### config.mk
export PLATFORM = sky130hd
export DESIGN_NAME = max_pool_3x3_stride2_flat
export DESIGN_NICKNAME = d
export VERILOG_FILES = /design/src/rtl/mp_pkg.sv /design/src/rtl/mp_if.sv /design/src/rtl/mp_cell.sv /design/src/rtl/mp_line_store.sv /design/src/rtl/mp_ctrl.sv /design/src/rtl/max_pool_3x3_stride2.sv /design/src/flat_wrapper.sv
export VERILOG_INCLUDE_DIRS = /design/src /design/src/rtl
export SDC_FILE = /design/constraint.sdc
export NUM_CORES = 1
export LEC_CHECK = 0
export BUFFER_PORTS_ARGS = -buffer_cell sky130_fd_sc_hd__buf_2
export CORE_MARGIN = 2
export CORE_UTILIZATION = 29
export CTS_CLUSTER_DIAMETER = 150
export CTS_CLUSTER_SIZE = 24
export DETAILED_ROUTE_END_ITERATION = 12
export GPL_TIMING_DRIVEN = 0
export PLACE_DENSITY = 0.54
export SETUP_SLACK_MARGIN = 0.15
export SYNTH_ARGS = -nofsm -noshare
export SYNTH_HDL_FRONTEND = slang
export SYNTH_SLANG_ARGS = --single-unit
### constraint.sdc
create_clock -name i_clk -period 13.48 [get_ports i_clk]
set_clock_uncertainty 0.15 [all_clocks]
set_input_delay 2.696 -clock i_clk [delete_from_list [all_inputs] [get_ports i_clk]]
set_output_delay 2.696 -clock i_clk [all_outputs]
set_load 0.02 [all_outputs]
### src/rtl/max_pool_3x3_stride2_macros.svh
// assertion macros shared by the max pool rtl
`ifndef MAX_POOL_3X3_STRIDE2_MACROS_SVH
`define MAX_POOL_3X3_STRIDE2_MACROS_SVH

// same-cycle implication, clocked on i_clk, off while in reset
`define MP_ASSERT_IMP(lbl, pre, post) \
    lbl: assert property (@(posedge i_clk) disable iff (!i_rst_n) (pre) |-> (post)) \
        else $error("max pool check failed");

// next-cycle implication, clocked on i_clk, off while in reset
`define MP_ASSERT_NXT(lbl, pre, post) \
    lbl: assert property (@(posedge i_clk) disable iff (!i_rst_n) (pre) |=> (post)) \
        else $error("max pool check failed");

`endif

### src/rtl/mp_pkg.sv
// shared types, constants and helpers for the max pool block
package mp_pkg;

    localparam int unsigned MAX_WIDTH    = 16;
    localparam int unsigned WINDOW       = 3;
    localparam int unsigned STEP         = 2;
    localparam int unsigned DATA_BITS    = 16;
    localparam int unsigned OUT_BITS     = DATA_BITS - 1;
    localparam int unsigned LINES        = WINDOW - 1;
    localparam int unsigned COL_BITS     = $clog2(MAX_WIDTH);
    localparam int unsigned WIDTH_BITS   = 5;
    localparam int unsigned CHAN_BITS    = 11;
    localparam int unsigned MAX_CHANNELS = 1024;
    localparam int unsigned CHPOS_BITS   = $clog2(MAX_CHANNELS);

    localparam logic [WIDTH_BITS-1:0] MAP_WIDTH_RST  = 5'd13;
    localparam logic [CHAN_BITS-1:0]  CHAN_COUNT_RST = 11'd384;

    typedef logic signed [DATA_BITS-1:0] t_pixel;
    typedef logic [OUT_BITS-1:0]         t_value;
    typedef logic [COL_BITS-1:0]         t_col;
    typedef t_pixel                      t_column [WINDOW];

    typedef enum logic [0:0] {
        CFG_MAP_WIDTH     = 1'b0,
        CFG_CHANNEL_COUNT = 1'b1
    } t_cfg_idx;

    typedef struct packed {
        logic emit;
        logic map_end;
        logic frame_end;
        t_col col;
    } t_pos_info;

    // maximum of one window column and zero
    function automatic t_value col_max(input t_column col);
        t_pixel best;
        best = '0;
        for (int i = 0; i < WINDOW; i++) begin
            if ($signed(col[i]) > $signed(best)) begin
                best = col[i];
            end
        end
        return best[OUT_BITS-1:0];
    endfunction

endpackage

### src/rtl/mp_if.sv
// stream interfaces for the pixel input and the pooled output
interface mp_pixel_if;
    import mp_pkg::*;
    logic   valid;
    logic   ready;
    t_pixel pixel;
    modport source (output valid, output pixel, input ready);
    modport sink   (input valid, input pixel, output ready);
endinterface

interface mp_pool_if;
    import mp_pkg::*;
    logic   valid;
    logic   ready;
    t_value pooled_value;
    logic   map_end;
    logic   frame_end;
    modport source (output valid, output pooled_value, output map_end, output frame_end,
                    input ready);
    modport sink   (input valid, input pooled_value, input map_end, input frame_end,
                    output ready);
endinterface

### src/rtl/mp_cell.sv
// one window column cell: holds a column maximum and extends the running max
module mp_cell (
    input  logic           i_clk,
    input  logic           i_shift,
    input  mp_pkg::t_value i_val,
    input  mp_pkg::t_value i_max,
    output mp_pkg::t_value o_val,
    output mp_pkg::t_value o_max
);
    import mp_pkg::*;

    t_value r_val;

    always_ff @(posedge i_clk) begin
        if (i_shift) begin
            r_val <= i_val;
        end
    end

    assign o_val = r_val;
    assign o_max = (r_val > i_max) ? r_val : i_max;

endmodule

### src/rtl/mp_line_store.sv
// line stores for the rows above the current one, read and rotated per column
module mp_line_store (
    input  logic            i_clk,
    input  logic            i_we,
    input  mp_pkg::t_col    i_col,
    input  mp_pkg::t_pixel  i_pixel,
    output mp_pkg::t_column o_column
);
    import mp_pkg::*;

    // line 0 is the oldest row
    t_pixel r_line [LINES][MAX_WIDTH];

    always_comb begin
        for (int i = 0; i < LINES; i++) begin
            o_column[i] = r_line[i][i_col];
        end
        o_column[WINDOW-1] = i_pixel;
    end

    // each line moves up one row at this column
    always_ff @(posedge i_clk) begin
        if (i_we) begin
            for (int i = 0; i < LINES; i++) begin
                r_line[i][i_col] <= o_column[i+1];
            end
        end
    end

endmodule

### src/rtl/mp_ctrl.sv
// configuration registers, position counters and emit / end flag decode
module mp_ctrl (
    input  logic                           i_clk,
    input  logic                           i_rst_n,
    input  logic                           i_cfg_we,
    input  mp_pkg::t_cfg_idx               i_cfg_idx,
    input  logic [mp_pkg::CHAN_BITS-1:0]   i_cfg_data,
    input  logic                           i_adv,
    output mp_pkg::t_pos_info              o_pos
);
    import mp_pkg::*;

    logic [WIDTH_BITS-1:0] r_map_width;
    logic [CHAN_BITS-1:0]  r_chan_count;
    t_col                  r_col;
    t_col                  r_row;
    logic [CHPOS_BITS-1:0] r_chan;

    logic [WIDTH_BITS-1:0] w_eff;
    logic [WIDTH_BITS-1:0] w_m1;
    logic [WIDTH_BITS-1:0] w_rem;
    logic [WIDTH_BITS-1:0] last_pos;
    logic [CHPOS_BITS-1:0] chans_m1;
    logic                  row_last;
    logic                  map_last;
    logic                  chan_last;
    logic                  mend;

    function automatic logic on_grid(input t_col pos);
        return (pos >= COL_BITS'(WINDOW - 1)) &&
               (((pos - COL_BITS'(WINDOW - 1)) % STEP) == 0);
    endfunction

    always_comb begin
        if (r_map_width < WIDTH_BITS'(WINDOW)) begin
            w_eff = WIDTH_BITS'(WINDOW);
        end else if (r_map_width > WIDTH_BITS'(MAX_WIDTH)) begin
            w_eff = WIDTH_BITS'(MAX_WIDTH);
        end else begin
            w_eff = r_map_width;
        end

        if (r_chan_count == '0) begin
            chans_m1 = '0;
        end else if (r_chan_count > CHAN_BITS'(MAX_CHANNELS)) begin
            chans_m1 = CHPOS_BITS'(MAX_CHANNELS - 1);
        end else begin
            chans_m1 = CHPOS_BITS'(r_chan_count - CHAN_BITS'(1));
        end

        w_m1     = w_eff - WIDTH_BITS'(1);
        // last grid position along a side
        w_rem    = WIDTH_BITS'((w_eff - WIDTH_BITS'(WINDOW)) % STEP);
        last_pos = w_m1 - w_rem;

        row_last  = {1'b0, r_col} >= w_m1;
        map_last  = row_last && ({1'b0, r_row} >= w_m1);
        chan_last = r_chan >= chans_m1;
        mend      = ({1'b0, r_row} >= last_pos) && ({1'b0, r_col} >= last_pos);

        o_pos.emit      = on_grid(r_row) && on_grid(r_col);
        o_pos.map_end   = mend;
        o_pos.frame_end = mend && chan_last;
        o_pos.col       = r_col;
    end

    always_ff @(posedge i_clk) begin
        if (!i_rst_n) begin
            r_map_width  <= MAP_WIDTH_RST;
            r_chan_count <= CHAN_COUNT_RST;
            r_col        <= '0;
            r_row        <= '0;
            r_chan       <= '0;
        end else begin
            if (i_cfg_we) begin
                unique case (i_cfg_idx)
                    CFG_MAP_WIDTH:     r_map_width  <= i_cfg_data[WIDTH_BITS-1:0];
                    CFG_CHANNEL_COUNT: r_chan_count <= i_cfg_data;
                endcase
            end
            if (i_adv) begin
                if (row_last) begin
                    r_col <= '0;
                    if (map_last) begin
                        r_row  <= '0;
                        r_chan <= chan_last ? '0 : r_chan + CHPOS_BITS'(1);
                    end else begin
                        r_row <= r_row + COL_BITS'(1);
                    end
                end else begin
                    r_col <= r_col + COL_BITS'(1);
                end
            end
        end
    end

endmodule

### src/rtl/max_pool_3x3_stride2.sv
// top level of the 3x3 stride 2 max pool over a raster pixel stream
//
//  port        dir  transfer    payload
//  i_pix       in   valid/ready pixel (signed q8.8)
//  o_pool      out  valid/ready pooled_value, map_end, frame_end
//  i_cfg_*     in   write only  i_cfg_idx selects map_width or channel_count
//
// one pixel per cycle sustained while o_pool.ready is high; the line stores
// and the window cells advance on every pixel transfer.
// after the pixel that completes its window is transferred, its result passes
// one pending stage, then the output register, before it is valid on o_pool.
// i_pix.ready drops only while both the pending stage and the output
// register hold results and o_pool.ready is low.
// synchronous reset clears counters and handshake state; line stores and
// window cells are not cleared.
`include "max_pool_3x3_stride2_macros.svh"

module max_pool_3x3_stride2 (
    input  logic                         i_clk,
    input  logic                         i_rst_n,
    mp_pixel_if.sink                     i_pix,
    mp_pool_if.source                    o_pool,
    input  logic                         i_cfg_we,
    input  mp_pkg::t_cfg_idx             i_cfg_idx,
    input  logic [mp_pkg::CHAN_BITS-1:0] i_cfg_data
);
    import mp_pkg::*;

    logic      acc;
    logic      out_free;
    t_pos_info pos;
    t_column   column;
    t_value    val_chain [WINDOW];
    t_value    max_chain [WINDOW+1];

    logic      r_pend;
    logic      r_pmend;
    logic      r_pfend;
    logic      r_ov;
    t_value    r_oval;
    logic      r_omend;
    logic      r_ofend;

    assign out_free    = !r_ov || o_pool.ready;
    assign i_pix.ready = !r_pend || out_free;
    assign acc         = i_pix.valid && i_pix.ready;

    mp_ctrl u_ctrl (
        .i_clk      (i_clk),
        .i_rst_n    (i_rst_n),
        .i_cfg_we   (i_cfg_we),
        .i_cfg_idx  (i_cfg_idx),
        .i_cfg_data (i_cfg_data),
        .i_adv      (acc),
        .o_pos      (pos)
    );

    mp_line_store u_lines (
        .i_clk    (i_clk),
        .i_we     (acc),
        .i_col    (pos.col),
        .i_pixel  (i_pix.pixel),
        .o_column (column)
    );

    assign max_chain[0] = '0;

    // cell 0 holds the newest column, the last cell the oldest
    for (genvar k = 0; k < WINDOW; k++) begin : g_cell
        mp_cell u_cell (
            .i_clk   (i_clk),
            .i_shift (acc),
            .i_val   ((k == 0) ? col_max(column) : val_chain[(k == 0) ? 0 : k-1]),
            .i_max   (max_chain[k]),
            .o_val   (val_chain[k]),
            .o_max   (max_chain[k+1])
        );
    end

    always_ff @(posedge i_clk) begin
        if (!i_rst_n) begin
            r_pend <= 1'b0;
            r_ov   <= 1'b0;
        end else begin
            if (acc) begin
                r_pend <= pos.emit;
            end else if (r_pend && out_free) begin
                r_pend <= 1'b0;
            end
            if (r_pend && out_free) begin
                r_ov <= 1'b1;
            end else if (o_pool.ready) begin
                r_ov <= 1'b0;
            end
        end
    end

    // window is read from the cells when its pending result moves to the output register
    always_ff @(posedge i_clk) begin
        if (acc) begin
            r_pmend <= pos.map_end;
            r_pfend <= pos.frame_end;
        end
        if (r_pend && out_free) begin
            r_oval  <= max_chain[WINDOW];
            r_omend <= r_pmend;
            r_ofend <= r_pfend;
        end
    end

    assign o_pool.valid        = r_ov;
    assign o_pool.pooled_value = r_oval;
    assign o_pool.map_end      = r_omend;
    assign o_pool.frame_end    = r_ofend;

    `MP_ASSERT_IMP(a_frame_has_map, o_pool.valid && o_pool.frame_end, o_pool.map_end)
    `MP_ASSERT_NXT(a_pend_follows_emit, acc, r_pend == $past(pos.emit))
    `MP_ASSERT_NXT(a_pend_to_out, r_pend && out_free, r_ov)
    `MP_ASSERT_IMP(a_full_blocks_in, r_pend && !out_free, !i_pix.ready)
    `MP_ASSERT_NXT(a_cells_shift, acc, val_chain[WINDOW-1] === $past(val_chain[WINDOW-2]))

endmodule
### src/flat_wrapper.sv
// flat-port wrapper written by rule: the top's interface ports become plain ports
module max_pool_3x3_stride2_flat import mp_pkg::*;
  (i_clk, i_rst_n, i_cfg_we, i_cfg_idx, i_cfg_data, i_pix_valid, i_pix_pixel, i_pix_ready, o_pool_valid, o_pool_pooled_value, o_pool_map_end, o_pool_frame_end, o_pool_ready);
  mp_pixel_if i_pix_i ();
  mp_pool_if o_pool_i ();
  input  logic i_clk;
  input  logic i_rst_n;
  input  logic i_cfg_we;
  input  mp_pkg::t_cfg_idx i_cfg_idx;
  input  logic [mp_pkg::CHAN_BITS-1:0] i_cfg_data;
  input wire logic [$bits(i_pix_i.valid)-1:0] i_pix_valid;
  input wire logic [$bits(i_pix_i.pixel)-1:0] i_pix_pixel;
  output wire logic [$bits(i_pix_i.ready)-1:0] i_pix_ready;
  output wire logic [$bits(o_pool_i.valid)-1:0] o_pool_valid;
  output wire logic [$bits(o_pool_i.pooled_value)-1:0] o_pool_pooled_value;
  output wire logic [$bits(o_pool_i.map_end)-1:0] o_pool_map_end;
  output wire logic [$bits(o_pool_i.frame_end)-1:0] o_pool_frame_end;
  input wire logic [$bits(o_pool_i.ready)-1:0] o_pool_ready;
  assign i_pix_i.valid = i_pix_valid;
  assign i_pix_i.pixel = i_pix_pixel;
  assign i_pix_ready = i_pix_i.ready;
  assign o_pool_valid = o_pool_i.valid;
  assign o_pool_pooled_value = o_pool_i.pooled_value;
  assign o_pool_map_end = o_pool_i.map_end;
  assign o_pool_frame_end = o_pool_i.frame_end;
  assign o_pool_i.ready = o_pool_ready;
  max_pool_3x3_stride2 u_core (.i_clk(i_clk), .i_rst_n(i_rst_n), .i_pix(i_pix_i), .o_pool(o_pool_i), .i_cfg_we(i_cfg_we), .i_cfg_idx(i_cfg_idx), .i_cfg_data(i_cfg_data));
endmodule
==> results.yml <==
run_status:
  outcome: "finished, final reports clean"
synthesis:
  synth_edf_count: 576
  async_reset_ff_frac: 0
  netlist_instances: 1446
  synth_top_area_share: 0.6699
  yosys.cell_types.count: 57
  netlist_area_um2: 25820
  synth_nets: 1570
  synth_seq_cells: 612
  synth_warnings: 0
  yosys-top-cells-area: "edfxtp_1 (67%), mux4_2 (13%), ha_1 (4.4%), dfxtp_1 (2.8%), nand2_1 (1.2%)"
  synth_flop_cell: "edfxtp_1"
  synth_top_area_cell: "edfxtp_1"
  yosysSeqAreaShare: 0.6978
  postSynthAreaPerCell_um2: 17.86
sta:
  slew_viol_final: 0
  min_period_ns: 8.431
  relSlewSlack: 0.2512
  finalSetupViolCount: 0
  layout_setup_ws_ns: 5.049
  timing.final.crit_share: 0.6255
  rsz0062_at_grt: "false"
  worstMarginPinSlew_ns: 1.123
  finalHoldViolCount: 0
  hold_ws_ns: 0.2872
  finalSetupTns_ns: 0
  fmax_mhz: 118.6
clock_network:
  cts_setup_buffers: 0
  clock-sinks: 612
  cts_resized: 0
  postCtsHoldBufs: 0
  clk_latency_ns: 0.62
  root_buffer: "clkbuf_16"
  cts_tree: "yes"
  clock_path_buffers: 3
  clkTransAtPathRegs_ns: 0.11
  h-tree-depth: 1
  cts_inserted_buffers: 29
setup_path:
  worst-setup-path-type: "flop to flop"
  cpPeakStageDelay_ns: 0.83
  crit_buf_inv: 5
  crit_fanout: 18
  start_kind: "flop"
  worstPathArrival_ns: 8.64
  required_ns: 13.69
  cp_top_family: "buffers and inverters"
  endpoint_kind: "flop"
  cp_slowest_cell: "clkbuf_1"
  cp_cell_sequence: "clkbuf_1 > clkbuf_1 > mux4_2 > a22oi_1 > nand2_1 > ha_1 > a21oi_1 > o21a_1 > o22ai_1 > o32ai_1 > nor2_2 > buf_2 > o22ai_1 > inv_1 > ha_1 > nand4_1 > nor3_1 > nand3_1 > o31ai_1 > mux2i_1 > nor2_1 > buf_4 > mux2_2"
detailed_routing:
  vias: 13410
  routed_wl_um: 60040
  ant_nets: 0
  wl_per_cell_um: 22.01
  drtIter0Drc: 1081
  via_per_inst: 4.915
  firstDrtPassIters: 5
  drc: 0
layout:
  area_growth_pct: 12.20
  layout-drive-gt1-share: 0.2017
  stdcell_area_um2: 28970
  layout.cells.non_filler: 2728
  fin_util: 0.3283
  layout.nets: 1674
global_route:
  grt_usage: 0.1313
  grt.overflow.total: 0
  grt_max_degree: 56
  first_global_vias: 13690
  antenna_found_initial: 3
  grt_pass1_wl_um: 89020
floorplan:
  start_util: 0.2926
  io_pins: 52
  num_rows: 109
  core_area_um2: 88240
  die-area_um2: 91430
  fp.dieH_um: 302.4
  die_w_um: 302.4
place:
  post-place-ws_ns: 5.006
  numPlacedInstances: 2684
  place_area_um2: 28170
  gp_congestion: 0.8175
  port_buffers: 50
  dpl.hpwl_um: 41530
power_and_ir_drop:
  p_per_area_nw_per_um2: 133.0
  power_mw: 3.854
  p_leak_nw: 9.285
  worst_ir_drop_vdd_mv: 0.09098
worst_hold_path:
  hp-class: "flop to flop"
flow_run:
  maxCapViolCount: 0
-- layout by cell type, fill, tap and decap left out, types with 12 or more instances in the layout --
cell and instances:
edfxtp_1 576, mux4_2 144, ha_1 91, nand2_1 85
buf_2 62, a21oi_1 50, inv_1 48, clkbuf_1 46
nor2_1 46, dfxtp_1 36, clkbuf_16 29, a22oi_1 28
mux2i_1 23, nand2b_1 23, o21ai_0 20, mux2_2 17
nor2_4 16, a21boi_0 15, buf_12 15, nand4_1 14
o22ai_1 14, nor2b_1 12, nor4_1 12, xnor2_1 12
-- registers in the layout (all words and copies together) (netlist names) --
name,flops
u_core.u_ctrl.r_map_width,5
u_core.g_cell.u_cell.o_val,45
u_core.o_pool.frame_end,1
u_core.u_ctrl.r_chan_count,11
u_core.u_ctrl.r_row,4
u_core.u_ctrl.r_chan,10
u_core.o_pool.valid,1
u_core.u_ctrl.r_col,4
u_core.r_pend,1
u_core.r_pfend,1
u_core.r_pmend,1
u_core.o_pool.pooled_value,15
u_core.o_pool.map_end,1
u_core.u_lines.r_line,512
-- Yosys cell counts (all sizes together), types with 2 or more instances --
master	instances
edfxtp	576
mux4	144
ha	91
nand2	85
nor2	63
a21oi	50
inv	48
dfxtp	36
clkbuf	34
buf	29
a22oi	28
mux2i	23
nand2b	23
o21ai	22
mux2	17
a21boi	15
nand4	14
o22ai	14
nor2b	13
nor4	12
xnor2	12
a21o	11
nand3	9
nor3	9
and2	7
o21a	7
o31ai	6
xor2	6
a31oi	5
or2	5
a211oi	4
or4	4
or3	3
and3	2
and4	2
nand4b	2
o21bai	2
-- routing by layer --
layer | vias to the layer above | GRT usage | wire [um]
li1 | 5970 | - | -
met1 | 7061 | 0.1842 | 26910
met2 | 327 | 0.2228 | 29370
met3 | 51 | 0.01508 | 2833
met4 | 0 | 0.02182 | 923
met5 | - | 0 | 0
-- layout make-up --
type,count,area [um2]
antenna,1,2.502
buffer,63,304.0
clock buffer,41,770.7
clock inverter,2,25.02
fill,8354,59270
inverter,49,185.2
multi-input combinational,722,7436
sequential,612,18020
tap,1165,1458
timing repair buffer,73,770.7
-- final timing paths --
| kind | startpoint | to | slack, ns | cells after the start |
|---|---|---|---|---|
| max | u_core.u_ctrl.r_col[1] | u_core.g_cell[0].u_cell.o_val[13] | 5.05 | 23 |
| min reg2reg | u_core.r_pmend | u_core.o_pool.map_end | 0.29 | 0 |
| max reg2reg | u_core.u_ctrl.r_col[1] | u_core.g_cell[0].u_cell.o_val[13] | 5.05 | 23 |
| min | u_core.r_pmend | u_core.o_pool.map_end | 0.29 | 0 |
-- power by group --
part           switching, mW  total (mW)  internal (mW)
logic                  0.393       0.668          0.275
clock network          0.579       0.981          0.401
registers             0.0273        2.21           2.18
-- kinds of logic (layout without fill, tap and decap cells) --
family,after synthesis,count (layout),synth area share
DFF,612,612,0.6978
adders and majority gates,92,92,0.04449
and+or+nand+nor,255,255,0.04744
xor gates and xnor gates,18,18,0.006106
buffers and inverters,112,228,0.01890
other,1,2,0.0001452
AOI/OAI and AO/OA,172,172,0.04313
muxes,184,184,0.1419
Power figures use the tool's default switching activity.
